<file path="config.mk">
export PLATFORM = sky130hd
export DESIGN_NAME = calorimeter_cell_neighbor_lookup_unit
export DESIGN_NICKNAME = d
export VERILOG_FILES = /design/src/rtl/core/ccnl_pkg.sv /design/src/rtl/core/ccnl_cfg_regs.sv /design/src/rtl/core/ccnl_valid_chk.sv /design/src/rtl/core/ccnl_nb_logic.sv /design/src/rtl/core/calorimeter_cell_neighbor_lookup_unit.sv
export SDC_FILE = /design/constraint.sdc
export NUM_CORES = 1
export LEC_CHECK = 0
export BUFFER_PORTS_ARGS = -buffer_cell sky130_fd_sc_hd__buf_2
export CAP_MARGIN = 20
export CORE_MARGIN = 2
export CORE_UTILIZATION = 30
export DETAILED_ROUTE_END_ITERATION = 16
export GPL_ROUTABILITY_DRIVEN = 1
export GPL_TIMING_DRIVEN = 1
export PLACE_DENSITY = 0.52
export RECOVER_POWER = 50
export SLEW_MARGIN = 20
export SYNTH_ARGS = -nofsm -noshare
export SYNTH_HDL_FRONTEND = slang
export SYNTH_SLANG_ARGS = --single-unit
export TNS_END_PERCENT = 5
</file>
<file path="constraint.sdc">
create_clock -name clk_i -period 7.8 [get_ports clk_i]
set_clock_uncertainty 0.05 [all_clocks]
set_input_delay 1.56 -clock clk_i [delete_from_list [all_inputs] [get_ports clk_i]]
set_output_delay 1.56 -clock clk_i [all_outputs]
set_load 0.05 [all_outputs]
</file>
<file path="src/rtl/core/ccnl_pkg.sv">
// ----------------------------------------------------------------------------
// ccnl_pkg: shared types and constants for the cell neighbor lookup
// Subdetector codes, request kinds, register indexes and config struct.
// ----------------------------------------------------------------------------
package ccnl_pkg;

  localparam int unsigned PhiBinsDefault = 72;

  typedef enum logic [1:0] {
    SD_BARREL  = 2'd0,
    SD_ENDCAP  = 2'd1,
    SD_OUTER   = 2'd2,
    SD_FORWARD = 2'd3
  } subdet_e;

  typedef enum logic [2:0] {
    K_VALID   = 3'd0,
    K_PHI_UP  = 3'd1,
    K_PHI_DN  = 3'd2,
    K_ETA_E   = 3'd3,
    K_ETA_W   = 3'd4,
    K_DEEPER  = 3'd5
  } kind_e;

  typedef enum logic [1:0] {
    REG_MODE   = 2'd0,
    REG_MASK   = 2'd1,
    REG_HB_LIM = 2'd2,
    REG_HE_LIM = 2'd3
  } reg_e;

  typedef struct packed {
    logic [1:0] mode;      // effective mode, 3 folded to 0
    logic [3:0] mask;
    logic [2:0] hb_lim;
    logic [2:0] he_lim;
  } cfg_t;

endpackage

</file>
<file path="src/rtl/core/ccnl_cfg_regs.sv">
// ----------------------------------------------------------------------------
// ccnl_cfg_regs: configuration register file
// Holds geometry mode, subdetector mask and the upgrade depth limits.
// ----------------------------------------------------------------------------
module ccnl_cfg_regs (
  input  logic                clk_i,
  input  logic                rst_ni,
  input  logic                cfg_valid_i,
  output logic                cfg_ready_o,
  input  logic [1:0]          cfg_index_i,
  input  logic [31:0]         cfg_data_i,
  output ccnl_pkg::cfg_t      cfg_o
);
  import ccnl_pkg::*;

  logic [1:0] mode_q;
  logic [3:0] mask_q;
  logic [2:0] hb_q, he_q;

  assign cfg_ready_o = 1'b1;

  always_ff @(posedge clk_i or negedge rst_ni) begin
    if (!rst_ni) begin
      mode_q <= 2'd0;
      mask_q <= 4'd0;
      hb_q   <= 3'd7;
      he_q   <= 3'd7;
    end else if (cfg_valid_i) begin
      unique case (reg_e'(cfg_index_i))
        REG_MODE:   mode_q <= cfg_data_i[1:0];
        REG_MASK:   mask_q <= cfg_data_i[3:0];
        REG_HB_LIM: hb_q   <= cfg_data_i[2:0];
        REG_HE_LIM: he_q   <= cfg_data_i[2:0];
        default: ;
      endcase
    end
  end

  assign cfg_o.mode   = (mode_q == 2'd3) ? 2'd0 : mode_q;
  assign cfg_o.mask   = mask_q;
  assign cfg_o.hb_lim = hb_q;
  assign cfg_o.he_lim = he_q;

endmodule

</file>
<file path="src/rtl/core/ccnl_valid_chk.sv">
// ----------------------------------------------------------------------------
// ccnl_valid_chk: cell validity rules
// Ring and depth rules per subdetector and mode, optional mask.
// ----------------------------------------------------------------------------
module ccnl_valid_chk #(
  parameter int unsigned PHI_BINS = ccnl_pkg::PhiBinsDefault
) (
  input  ccnl_pkg::cfg_t cfg_i,
  input  logic           use_mask_i,
  input  logic [1:0]     sd_i,
  input  logic [5:0]     a_i,      // ring magnitude
  input  logic [7:0]     iphi_i,   // may be out of range
  input  logic [2:0]     depth_i,
  output logic           ok_o
);
  import ccnl_pkg::*;

  localparam logic [7:0] PhiMax = 8'(PHI_BINS);

  logic [5:0] dbl, trp;
  logic       base, rule, even_bad, m2;
  logic [7:0] p1;

  always_comb begin
    m2   = (cfg_i.mode == 2'd2);
    dbl  = (cfg_i.mode != 2'd0) ? 6'd22 : 6'd21;
    trp  = (cfg_i.mode != 2'd0) ? 6'd24 : 6'd27;
    p1   = iphi_i + 8'd1;
    base = (a_i != 6'd0) && (iphi_i != 8'd0) && (iphi_i <= PhiMax) && (a_i <= 6'd41);
    even_bad = (a_i >= dbl) && !iphi_i[0];
    case (subdet_e'(sd_i))
      SD_BARREL:
        if (m2) rule = !(a_i > 6'd16 || depth_i > cfg_i.hb_lim ||
                         (a_i == 6'd16 && depth_i > 3'd2));
        else    rule = !(a_i > 6'd16 || depth_i > 3'd2 ||
                         (a_i <= 6'd14 && depth_i > 3'd1));
      SD_ENDCAP:
        if (m2) rule = !(depth_i > cfg_i.he_lim || a_i < 6'd16 || a_i > 6'd29 ||
                         (a_i == 6'd16 && depth_i < 3'd3) || even_bad);
        else    rule = !(depth_i > 3'd3 || a_i < 6'd16 || a_i > 6'd29 ||
                         (a_i == 6'd16 && depth_i != 3'd3) ||
                         (a_i == 6'd17 && depth_i != 3'd1 && cfg_i.mode != 2'd1) ||
                         (((a_i >= 6'd17 && a_i < trp) || a_i == 6'd29) &&
                          depth_i > 3'd2) || even_bad);
      SD_OUTER: rule = !(a_i > 6'd15 || depth_i != 3'd4);
      default:  rule = !(a_i < 6'd29 || !iphi_i[0] || depth_i > 3'd2 ||
                         (a_i >= 6'd40 && p1[1:0] != 2'd0));
    endcase
    ok_o = base && rule && !(use_mask_i && cfg_i.mask[sd_i]);
  end

endmodule

</file>
<file path="src/rtl/core/ccnl_nb_logic.sv">
// ----------------------------------------------------------------------------
// ccnl_nb_logic: neighbor computation
// Combinational answer for one registered request.
// ----------------------------------------------------------------------------
module ccnl_nb_logic #(
  parameter int unsigned PHI_BINS = ccnl_pkg::PhiBinsDefault
) (
  input  ccnl_pkg::cfg_t    cfg_i,
  input  logic [2:0]        kind_i,
  input  logic [1:0]        sd_i,
  input  logic signed [6:0] ieta_i,
  input  logic [6:0]        iphi_i,
  input  logic [2:0]        depth_i,
  output logic              found_o,
  output logic [1:0]        count_o,
  output logic [1:0]        nsd_o,
  output logic signed [6:0] neta_o,
  output logic [6:0]        nphi_o,
  output logic [2:0]        ndep_o,
  output logic [6:0]        sphi_o
);
  import ccnl_pkg::*;

  localparam logic [7:0] PhiMax = 8'(PHI_BINS);
  localparam logic [7:0] PhiM1  = 8'(PHI_BINS - 1);

  // ring magnitudes are 7 bits so that -64 and its outward step stay distinct
  logic [6:0] a, dbl, trp;
  logic       neg, nneg, up;
  logic [7:0] ph;
  // checker A: source cell / eta candidate 1 / deeper; checker B: candidate 2
  logic       ua, oka, okb;
  logic [1:0] sda;
  logic [5:0] aa;
  logic [7:0] pa, pb;
  logic [2:0] da;
  logic       outward;
  logic [1:0] nsd;
  logic [6:0] na;
  logic [7:0] nphi, sphi;
  logic [3:0] ndep, nbins;
  logic       two, ok;
  logic [1:0] cnt;
  logic       fnd;

  ccnl_valid_chk #(.PHI_BINS(PHI_BINS)) u_chk_a (
    .cfg_i, .use_mask_i(ua), .sd_i(sda), .a_i(aa), .iphi_i(pa),
    .depth_i(da), .ok_o(oka));
  ccnl_valid_chk #(.PHI_BINS(PHI_BINS)) u_chk_b (
    .cfg_i, .use_mask_i(1'b1), .sd_i(sda), .a_i(aa), .iphi_i(pb),
    .depth_i(da), .ok_o(okb));

  always_comb begin
    // ring 0 counts as the negative side
    neg = ieta_i[6] || (ieta_i == 7'sd0);
    a   = ieta_i[6] ? 7'(-ieta_i) : {1'b0, ieta_i[5:0]};
    ph  = {1'b0, iphi_i};
    dbl = (cfg_i.mode != 2'd0) ? 7'd22 : 7'd21;
    trp = (cfg_i.mode != 2'd0) ? 7'd24 : 7'd27;
    up  = (kind_i == K_PHI_UP);
    outward = (kind_i == K_ETA_W) == !neg;
    ua = 1'b1; sda = sd_i; aa = a[6] ? 6'd63 : a[5:0]; pa = ph; pb = 8'd0;
    da = depth_i;
    nsd = sd_i; na = a; nneg = neg; nphi = ph; sphi = 8'd0; ndep = {1'b0, depth_i};
    two = 1'b0; ok = 1'b1; nbins = 4'd0;
    cnt = 2'd0; fnd = 1'b0;
    case (kind_i)
      K_VALID: fnd = oka;
      K_PHI_UP, K_PHI_DN: begin
        if (sd_i == SD_ENDCAP && a >= dbl || sd_i == SD_FORWARD && a < 7'd40)
          nphi = up ? ((ph == PhiM1) ? 8'd1 : ph + 8'd2)
                    : ((ph == 8'd1) ? PhiM1 : ph - 8'd2);
        else if (sd_i == SD_FORWARD)
          nphi = up ? ((ph == PhiM1) ? 8'd3 : ph + 8'd4)
                    : ((ph == 8'd3) ? PhiM1 : ph - 8'd4);
        else
          nphi = up ? ((ph == PhiMax) ? 8'd1 : ph + 8'd1)
                    : ((ph == 8'd1) ? PhiMax : ph - 8'd1);
        cnt = {1'b0, oka};
      end
      K_ETA_E, K_ETA_W: begin
        if (outward) begin
          na = a + 7'd1;
          if (a == dbl - 7'd1 && !ph[0]) nphi = ph - 8'd1;
          else if (a == 7'd39 && (ph[1:0] + 2'd1) != 2'd0)
            nphi = (ph == 8'd1) ? PhiM1 : ph - 8'd2;
          else if (a == 7'd16) begin nsd = SD_ENDCAP; ndep = 4'd1; end
          else if (a == 7'd29) begin nsd = SD_FORWARD; ndep = 4'd1; end
          sda = nsd; aa = na[6] ? 6'd63 : na[5:0]; pa = nphi; da = ndep[2:0];
          cnt = {1'b0, oka};
        end else begin
          na = a - 7'd1;
          if (a == dbl) begin two = 1'b1; sphi = ph + 8'd1; end
          else if (a == 7'd40) begin
            two = 1'b1; sphi = (ph == PhiM1) ? 8'd1 : ph + 8'd2;
          end else if (a <= 7'd1) begin na = 7'd1; nneg = !neg; end
          else if (a == 7'd17) nsd = SD_BARREL;
          else if (a == 7'd30) nsd = SD_ENDCAP;
          sda = nsd; aa = na[6] ? 6'd63 : na[5:0]; pa = ph; pb = sphi; da = ndep[2:0];
          if (oka && two && okb) cnt = 2'd2;
          else if (oka) begin cnt = 2'd1; sphi = 8'd0; end
          else if (two && okb) begin cnt = 2'd1; nphi = sphi; sphi = 8'd0; end
        end
      end
      K_DEEPER: begin
        ua = 1'b0;
        case (subdet_e'(sd_i))
          SD_BARREL:
            if (cfg_i.mode == 2'd2) nbins = (a == 7'd16) ? 4'd2 : {1'b0, cfg_i.hb_lim};
            else nbins = (a <= 7'd14) ? 4'd1 : 4'd2;
          SD_ENDCAP:
            if (cfg_i.mode == 2'd2)
              nbins = (a == 7'd16) ? {1'b0, cfg_i.he_lim} - 4'd2 : {1'b0, cfg_i.he_lim};
            else if (a == 7'd16 || a == 7'd17) nbins = 4'd1;
            else if (a == 7'd29) nbins = 4'd2;
            else nbins = (a >= trp) ? 4'd3 : 4'd2;
          SD_FORWARD: nbins = 4'd2;
          default:    nbins = 4'd1;
        endcase
        ndep = {1'b0, depth_i} + 4'd1;
        // nbins may go negative in upgrade mode; ndep is never negative
        if ($signed({1'b0, ndep}) > $signed({nbins[3], nbins})) begin
          if (sd_i == SD_BARREL && a < 7'd15) begin nsd = SD_OUTER; ndep = 4'd4; end
          else if (sd_i == SD_BARREL && a == 7'd16) nsd = SD_ENDCAP;
          else if (sd_i == SD_ENDCAP && a == 7'd28) begin
            nsd = SD_FORWARD; na = 7'd29; ndep = 4'd1;
          end else if (sd_i == SD_ENDCAP && a == 7'd29) na = 7'd28;
          else ok = 1'b0;
        end
        sda = nsd; aa = na[6] ? 6'd63 : na[5:0]; pa = ph; da = ndep[2:0];
        cnt = {1'b0, ok && !ndep[3] && oka};
      end
      default: ;
    endcase
    if (kind_i != K_VALID && cnt != 2'd0) fnd = 1'b1;
    found_o = fnd;
    count_o = cnt;
    if (cnt == 2'd0) begin
      nsd_o = 2'd0; neta_o = 7'sd0; nphi_o = 7'd0; ndep_o = 3'd0; sphi_o = 7'd0;
    end else begin
      nsd_o  = nsd;
      neta_o = nneg ? 7'(-$signed({1'b0, na})) : $signed(na);
      nphi_o = nphi[6:0];
      ndep_o = ndep[2:0];
      sphi_o = (cnt == 2'd2) ? sphi[6:0] : 7'd0;
    end
  end

endmodule

</file>
<file path="src/rtl/core/calorimeter_cell_neighbor_lookup_unit.sv">
// ----------------------------------------------------------------------------
// calorimeter_cell_neighbor_lookup_unit: calorimeter cell neighbor lookup
// Validity check or neighbor search for one cell address per clock while out_ready_i is high.
// ----------------------------------------------------------------------------
// Usage:
//   Input channel (in_valid_i/in_ready_o) carries one request item: kind and
//   cell address. Output channel (out_valid_o/out_ready_i) returns one result
//   item per request. Config channel (cfg_valid_i/cfg_ready_o) writes one of
//   four registers by index; always ready, write only while idle.
// Datapath: the request is held in the input register, passes the lookup logic
//   and is captured in the result register, which drives the outputs.
// Throughput: one item per clock while out_ready_i is high; the lookup is a
//   single combinational pass between the two registers.
// Stall: when out_ready_i is low the result register holds, and the input
//   register keeps one item; in_ready_o drops only when both are full.
// Reset: both stages empty, mode and mask 0, depth limits 7.
// ----------------------------------------------------------------------------
module calorimeter_cell_neighbor_lookup_unit #(
  parameter int unsigned PHI_BINS = ccnl_pkg::PhiBinsDefault
) (
  input  logic              clk_i,
  input  logic              rst_ni,
  input  logic              cfg_valid_i,
  output logic              cfg_ready_o,
  input  logic [1:0]        cfg_index_i,
  input  logic [31:0]       cfg_data_i,
  input  logic              in_valid_i,
  output logic              in_ready_o,
  input  logic [2:0]        kind_i,
  input  logic [1:0]        cell_subdet_i,
  input  logic signed [6:0] cell_ieta_i,
  input  logic [6:0]        cell_iphi_i,
  input  logic [2:0]        cell_depth_i,
  output logic              out_valid_o,
  input  logic              out_ready_i,
  output logic              found_o,
  output logic [1:0]        neighbor_count_o,
  output logic [1:0]        nb_subdet_o,
  output logic signed [6:0] nb_ieta_o,
  output logic [6:0]        nb_iphi_o,
  output logic [2:0]        nb_depth_o,
  output logic [6:0]        second_iphi_o
);
  import ccnl_pkg::*;

  cfg_t cfg;

  logic              s1_v_q;
  logic [2:0]        kind_q;
  logic [1:0]        sd_q;
  logic signed [6:0] eta_q;
  logic [6:0]        phi_q;
  logic [2:0]        dep_q;
  logic              s2_v_q;
  logic              s1_adv, s2_load;

  logic              f_d;
  logic [1:0]        c_d, nsd_d, c_q, nsd_q;
  logic signed [6:0] neta_d, neta_q;
  logic [6:0]        nphi_d, sphi_d, nphi_q, sphi_q;
  logic [2:0]        ndep_d, ndep_q;
  logic              f_q;

  ccnl_cfg_regs u_cfg (
    .clk_i, .rst_ni, .cfg_valid_i, .cfg_ready_o, .cfg_index_i, .cfg_data_i,
    .cfg_o(cfg));

  ccnl_nb_logic #(.PHI_BINS(PHI_BINS)) u_nb (
    .cfg_i(cfg), .kind_i(kind_q), .sd_i(sd_q), .ieta_i(eta_q), .iphi_i(phi_q),
    .depth_i(dep_q), .found_o(f_d), .count_o(c_d), .nsd_o(nsd_d),
    .neta_o(neta_d), .nphi_o(nphi_d), .ndep_o(ndep_d), .sphi_o(sphi_d));

  assign s2_load    = s1_v_q && (!s2_v_q || out_ready_i);
  assign s1_adv     = !s1_v_q || s2_load;
  assign in_ready_o = s1_adv;

  always_ff @(posedge clk_i or negedge rst_ni) begin
    if (!rst_ni) begin
      s1_v_q <= 1'b0;
      s2_v_q <= 1'b0;
    end else begin
      if (s1_adv) s1_v_q <= in_valid_i;
      if (s2_load) s2_v_q <= 1'b1;
      else if (out_ready_i) s2_v_q <= 1'b0;
    end
  end

  always_ff @(posedge clk_i) begin
    if (s1_adv && in_valid_i) begin
      kind_q <= kind_i; sd_q <= cell_subdet_i; eta_q <= cell_ieta_i;
      phi_q <= cell_iphi_i; dep_q <= cell_depth_i;
    end
    if (s2_load) begin
      f_q <= f_d; c_q <= c_d; nsd_q <= nsd_d; neta_q <= neta_d;
      nphi_q <= nphi_d; ndep_q <= ndep_d; sphi_q <= sphi_d;
    end
  end

  assign out_valid_o      = s2_v_q;
  assign found_o          = f_q;
  assign neighbor_count_o = c_q;
  assign nb_subdet_o      = nsd_q;
  assign nb_ieta_o        = neta_q;
  assign nb_iphi_o        = nphi_q;
  assign nb_depth_o       = ndep_q;
  assign second_iphi_o    = sphi_q;

  a_full_stall: assert property (@(posedge clk_i) disable iff (!rst_ni)
    s1_v_q && s2_v_q && !out_ready_i |-> !in_ready_o) else $error("accept while full");
  a_out_hold: assert property (@(posedge clk_i) disable iff (!rst_ni)
    out_valid_o && !out_ready_i |=> out_valid_o && $stable(nb_iphi_o))
    else $error("result lost under stall");
  a_count_found: assert property (@(posedge clk_i) disable iff (!rst_ni)
    out_valid_o && neighbor_count_o != 2'd0 |-> found_o) else $error("count without found");

endmodule
</file>
-- Word level (Yosys, flattened, before mapping)
Index checks and enable logic that the tools add are counted.
- output and inout port bits: 32
- word-level logic and storage cells: 330
- input bits: 61
- register bits: 65
- muxes and demuxes: 122
- eq/ne operators: 36
- bitwise logic cells: 2
- add/subtract/negate cells: 16
- order comparisons: 27
- reduce and logical (&&, ||, !) cells: 109
- operators by type and width (operator ; number):
    $mux W7 ; 30
    $mux W8 ; 10
    $mux W2 ; 23
    $mux W4 ; 11
    $logic_and A1 B1 Y1 ; 39
    $eq A7 B5 Y1 const B ; 5
    $mux W6 ; 5
    $logic_or A1 B1 Y1 ; 29
    $pmux W7 S2 ; 2
    $mux W1 ; 25
    $mux W3 ; 7
    $eq A6 B5 Y1 const B ; 3
    $logic_not A1 Y1 ; 18
    $le A8 B7 Y1 const B ; 2
    $reduce_bool A8 Y1 ; 2
    $eq A2 B2 Y1 const B ; 7
    $eq A7 B6 Y1 const B ; 2
    $eq A7 B7 Y1 ; 2
    $eq A7 B7 Y1 const B ; 2
    $ge A7 B7 Y1 ; 2
    $neg A7 Y7 ; 2
    $sub A7 B1 Y7 const B ; 2
    $gt A6 B5 Y1 const B ; 2
    $lt A6 B5 Y1 const B ; 2
    other kinds (55) ; 78

-- Depth between registers and ports, before layout
- depth in word-level cells: 37
- gate-level depth with buffers: 33
- depth with buffers taken out: 31

-- Hierarchy
From an unflattened synthesis, not the netlist that was laid out.
- cells, all modules: 929
- area, all modules: 7468.4 um^2
- modules (own cells, without submodules) (module ; area an instance (um^2) ; cells each ; times used ; seq. area each (um^2)):
    ccnl_nb_logic ; 4139.0 ; 671 ; 1 ; 0.0
    calorimeter_cell_neighbor_lookup_unit ; 1635.3 ; 59 ; 1 ; 1581.5
    ccnl_valid_chk (u_nb.u_chk_a) ; 628.1 ; 87 ; 1 ; 0.0
    ccnl_valid_chk (u_nb.u_chk_b) ; 566.8 ; 80 ; 1 ; 0.0
    ccnl_cfg_regs ; 499.2 ; 32 ; 1 ; 307.8

-- Worst setup path after synthesis
Ideal clock, no wire load.
- path type: reg2reg
- from: register eta_q[0]
- to: register f_q (netlist: found_o) (data pin)
- arrival: 6203 ps
- slack: 1273 ps
- clock period less this slack: 6527 ps
- buffers on the path: 2
- required time: 7476 ps
- stages on the path, launching flop included: 30
- cell sequence: edfxtp_1 -> buf_2 -> inv_1 -> ha_1 -> nand2_1 -> o21ai_0 -> inv_1 -> ha_1 -> o21ai_1 -> or2_2 -> a311oi_1 -> o32ai_1 -> ha_1 -> nor2b_1 -> o211a_1 -> o21ai_0 -> or4b_1 -> a32o_1 -> a21oi_2 -> inv_1 -> ha_1 -> a21oi_1 -> o211ai_1 -> a21oi_1 -> o21ai_0 -> or2_2 -> and2_1 -> o221ai_1 -> clkbuf_1 -> o41ai_1
- word-level cells in the longest chain between the ends: 34
- elaborated cells between the ends (all ways): 216
- those cells by class: add/sub (5); order compare (24); eq/ne (18); mux (85); reduce/logical (84)
- ends and longest elaborated chain (element ; RTL line ; source):
    start: declaration ; calorimeter_cell_neighbor_lookup_unit.sv:51 ; logic signed [6:0] eta_q;
    start signal: assignment ; calorimeter_cell_neighbor_lookup_unit.sv:90 ; kind_q <= kind_i; sd_q <= cell_subdet_i; eta_q <= cell_ieta_i;
    $neg A7 Y7 ; ccnl_nb_logic.sv:56 ; a = ieta_i[6] ? 7'(-ieta_i) : {1'b0, ieta_i[5:0]};
    $mux W7 ; ccnl_nb_logic.sv:56 ;
    $ge A7 B7 Y1 ; ccnl_nb_logic.sv:116 ; else nbins = (a >= trp) ? 4'd3 : 4'd2;
    $mux W1 ; ccnl_nb_logic.sv:116 ;
    $mux W4 ; ccnl_nb_logic.sv:115 ; else if (a == 7'd29) nbins = 4'd2;
    $mux W4 ; ccnl_nb_logic.sv:114 ; else if (a == 7'd16 || a == 7'd17) nbins = 4'd1;
    $mux W4 ; ccnl_nb_logic.sv:112 ; if (cfg_i.mode == 2'd2)
    $pmux W4 S3 ; ccnl_nb_logic.sv:107 ; case (subdet_e'(sd_i))
    (+18 left out) ; -- ;
    $logic_and A1 B1 Y1 ; ccnl_nb_logic.sv:102 ; else if (two && okb) begin cnt = 2'd1; nphi = sphi; sphi = 8'd0; end
    $mux W1 ; ccnl_nb_logic.sv:102 ;
    $mux W2 ; ccnl_nb_logic.sv:101 ; else if (oka) begin cnt = 2'd1; sphi = 8'd0; end
    $mux W2 ; ccnl_nb_logic.sv:100 ; if (oka && two && okb) cnt = 2'd2;
    $mux W2 ; ccnl_nb_logic.sv:82 ; if (outward) begin
    $pmux W2 S3 ; ccnl_nb_logic.sv:67 ; case (kind_i)
    $reduce_bool A2 Y1 ; ccnl_nb_logic.sv:135 ; if (kind_i != K_VALID && cnt != 2'd0) fnd = 1'b1;
    $logic_and A1 B1 Y1 ; ccnl_nb_logic.sv:135 ;
    end signal: assignment ; calorimeter_cell_neighbor_lookup_unit.sv:94 ; f_q <= f_d; c_q <= c_d; nsd_q <= nsd_d; neta_q <= neta_d;
    end: declaration ; calorimeter_cell_neighbor_lookup_unit.sv:62 ; logic f_q;
Parallel ways exist; a longest one is shown, timed or not. The select of a mux whose other input is x is not followed.
A chain may end at the register's enable or synchronous reset.

-- Final worst setup path
- from: register eta_q[1]
- to: register nphi_q[1] (netlist: nb_iphi_o[1]) (data pin)
- word-level cells in the longest chain between the ends: 33
- elaborated cells between the ends (all ways): 225
- those cells by class: add/sub (5); order compare (26); eq/ne (18); mux (90); reduce/logical (86)
- ends and longest elaborated chain (element ; RTL line ; source):
    $neg A7 Y7 ; ccnl_nb_logic.sv:56 ;
    $mux W7 ; ccnl_nb_logic.sv:56 ;
    $ge A7 B7 Y1 ; ccnl_nb_logic.sv:116 ;
    $mux W1 ; ccnl_nb_logic.sv:116 ;
    $mux W4 ; ccnl_nb_logic.sv:115 ;
    $mux W4 ; ccnl_nb_logic.sv:114 ;
    $mux W4 ; ccnl_nb_logic.sv:112 ;
    $pmux W4 S3 ; ccnl_nb_logic.sv:107 ;
    (+16 left out) ; -- ;
    $logic_and A1 B1 Y1 (2 in a row) ; ccnl_valid_chk.sv:49 ; ok_o = base && rule && !(use_mask_i && cfg_i.mask[sd_i]);
    $logic_and A1 B1 Y1 ; ccnl_nb_logic.sv:102 ;
    $mux W1 ; ccnl_nb_logic.sv:102 ;
    $mux W2 ; ccnl_nb_logic.sv:101 ;
    $mux W2 ; ccnl_nb_logic.sv:100 ;
    $mux W2 ; ccnl_nb_logic.sv:82 ;
    $pmux W2 S3 ; ccnl_nb_logic.sv:67 ;
    $logic_not A2 Y1 ; ccnl_nb_logic.sv:138 ; if (cnt == 2'd0) begin
    end signal: assignment ; calorimeter_cell_neighbor_lookup_unit.sv:95 ; nphi_q <= nphi_d; ndep_q <= ndep_d; sphi_q <= sphi_d;
    end: declaration ; calorimeter_cell_neighbor_lookup_unit.sv:60 ; logic [6:0] nphi_d, sphi_d, nphi_q, sphi_q;
Parallel ways exist; a longest one is shown, timed or not. The select of a mux whose other input is x is not followed.

==> impl_metrics.json <==
{
  "status": "finished, violations left",
  "violations": "capacitance limit, slew limit",
  "gp_congestion": 0.906,
  "cp_slowest_cell": "or4_4",
  "insertion_delay_ns": 0.35,
  "reg2reg_from": "eta_q[1]",
  "crit_buf_inv": 3,
  "track_usage_pct": 18.9,
  "synthCells": 889,
  "crit_family": "compound AO/OA/AOI/OAI gates",
  "max_freq_ghz": 0.139,
  "min_path_type": "reg -> reg",
  "diodes": 0,
  "initial_core_util_pct": 30.2,
  "htree_levels": 3,
  "drtPass1Iterations": 5,
  "hold_viol": 0,
  "yosys.area.top_type": "edfxtp_1",
  "finalNetCount": 1035,
  "drc": 0,
  "synth_common_cells": "nor2_1, a21oi_1, nand2_1",
  "grt_max_degree": 30,
  "hpwl_um": 18100,
  "clock_path_buffers": 2,
  "fin_setup_tns_ns": 0,
  "ys_types": 105,
  "synth-edff-count": 51,
  "regArea_um2": 1890,
  "power_density_nw_per_um2": 172,
  "vias_per_cell": 5.73,
  "cts_tree": "done",
  "synth_area_um2": 7280,
  "grt.overflow.total": 0,
  "wl_um": 24400,
  "io_buffers": 63,
  "ir_worst_vdd_v": 0.0000737,
  "grt_pass1_vias": 6693,
  "period_share_pct": 92.2,
  "placedCellCount": 1247,
  "min_period_ns": 7.19,
  "cp-end-kind": "register",
  "path_max_fanout": 17,
  "cts-root-buf": "clkbuf_16",
  "arrival_ns": 7.31,
  "async_reset_ff_share_pct": 21.5,
  "crit_start": "eta_q[1]",
  "syn_area_per_cell_um2": 8.19,
  "p_leak_nw": 3.10,
  "fin_cells": 1264,
  "fillCellCount": 2606,
  "cts_buffers": 9,
  "synth-seq-area-share_pct": 25.9,
  "num_rows": 57,
  "fp.dieH_um": 160,
  "cp_common_cell": "ha_1",
  "synth_nets": 989,
  "die-area_um2": 25500,
  "crit_required_ns": 7.92,
  "ys.warnings.count": 0,
  "drt_iter0_drc": 740,
  "slew_viol_final": 53,
  "layout-drive-gt1-share_pct": 18.7,
  "max_stage_delay_ns": 0.60,
  "maxCapViolCount": 2,
  "maxSlewHeadroom_pct": -5.46,
  "core-area_um2": 24100,
  "synth_seq_cells": 65,
  "rsz0062_at_grt": "no",
  "synth_most_common_cell": "nor2_1",
  "area_delta_synth_final_pct": 13.4,
  "die_x_um": 160,
  "synth_area_leaders": "edfxtp_1, ha_1, a21oi_1",
  "clock_sinks": 65,
  "multi_input_area_um2": 5020,
  "finalSetupViolations": 0,
  "critPathLaunchType": "register",
  "worstSetupPathType": "reg -> reg",
  "ant_nets": 0,
  "min_from": "s1_v_q",
  "routedWlPerCell_um": 19.3,
  "tightest_slew_ns": 1.58,
  "ctsHoldBuffers": 0,
  "antenna_found_initial": 0,
  "dr_total_vias": 7244,
  "clkSlewWorstSetupHoldPaths_ns": 0.06,
  "grt_pass1_wl_um": 38300,
  "ioPinCount": 93,
  "yosys.area.top_type_share_pct": 21.0,
  "synth-main-ff-cell": "edfxtp_1"
}
power by group:
group / internal, mW / switching (mW)
sequential: 0.413 / 0.0334
combinational: 0.182 / 0.345
clock: 0.280 / 0.166
final cells by class:
class / instances / share of cell area [%]
clock buffers: 11 / 2.82
inverters: 36 / 1.64
flip-flops and latches: 65 / 22.9
clock inverters: 5 / 0.985
multi-input cells: 735 / 60.8
well taps: 324 / 4.91
repair buffers: 88 / 6.02
logic make-up (layout without fill, tap and decap cells):
| logic type | Yosys count | after routing | share of synthesized area, % |
|---|---|---|---|
| other | 1 | 1 | 0.0515 |
| flip-flops | 65 | 65 | 25.9 |
| AO/OA/AOI/OAI | 324 | 324 | 31.6 |
| adder cells (fa/ha/maj) | 39 | 39 | 6.70 |
| multiplexers | 26 | 26 | 3.81 |
| buffers and inverters | 89 | 140 | 5.24 |
| XOR/XNOR | 29 | 29 | 3.80 |
| AND/OR/NAND/NOR | 316 | 316 | 22.9 |
routing by layer:
| layer | up-vias | share of wire (%) | wire, µm | GRT usage, % |
|---|---|---|---|---|
| met5 | - | 0 | 0 | 0 |
| met4 | 0 | 2.5 | 615 | 6.18 |
| met3 | 47 | 7.3 | 1780 | 3.92 |
| met2 | 281 | 44 | 10800 | 29.0 |
| met1 | 3442 | 46 | 11200 | 26.6 |
| li1 | 3474 | - | - | - |
path summary, 6_finish.rpt:
kind / endpoint / slack (ns) / cells past startpoint
max: nb_iphi_o[1] / 0.61 / 26
min: out_valid_o / 0.44 / 1
max reg2reg: nb_iphi_o[1] / 0.61 / 26
min reg2reg: out_valid_o / 0.44 / 1
max in group asynchronous: u_cfg.mode_q[1] / 6.01 / 1
min in group asynchronous: u_cfg.mask_q[2] / 1.21 / 1
registers in the layout (all words and copies together) (netlist names), 2 cells and up:
signal,count
eta_q,7
nb_ieta_o,7
nb_iphi_o,7
phi_q,7
second_iphi_o,7
u_cfg.mask_q,4
dep_q,3
kind_q,3
nb_depth_o,3
u_cfg.hb_q,3
u_cfg.he_q,3
nb_subdet_o,2
neighbor_count_o,2
sd_q,2
u_cfg.mode_q,2
per-stage QoR:
step	total power, mW	setup WS (ns)	hold slack [ns]	util, %	cell area, µm²
after floorplan	0.822	1.27	0.399	-	7280
after global placement	0.965	0.658	0.406	32.9	7940
after detailed placement	0.968	0.579	0.428	32.9	7940
after CTS	1.42	0.546	0.452	34.2	8250
after global routing	1.49	0.0405	0.474	34.3	8260
final	1.42	0.611	0.442	34.3	8260
layout by cell type, fill, tap and decap left out, types with 9 or more instances in the layout:
cell type   n
mux2_2     14
buf_4      24
a31oi_1    16
clkbuf_16   9
nor2_1     91
nor2b_1    11
and2_1     12
ha_1       39
buf_2      61
a21oi_1    78
o22ai_1     9
xor2_1     12
inv_1      34
o21ai_1     9
nand2b_1   15
nor3_1     24
nand2_1    67
o211ai_1   16
mux2i_1    12
o21ai_0    57
nand3_1    23
a211oi_1   15
xnor2_1    14
edfxtp_1   51
repair_timing:
action,in CTS,in global routing
buffers inserted,0,1
setup endpoints to repair,0,16
resized for setup,0,2
(Power assumes the default switching activity.)
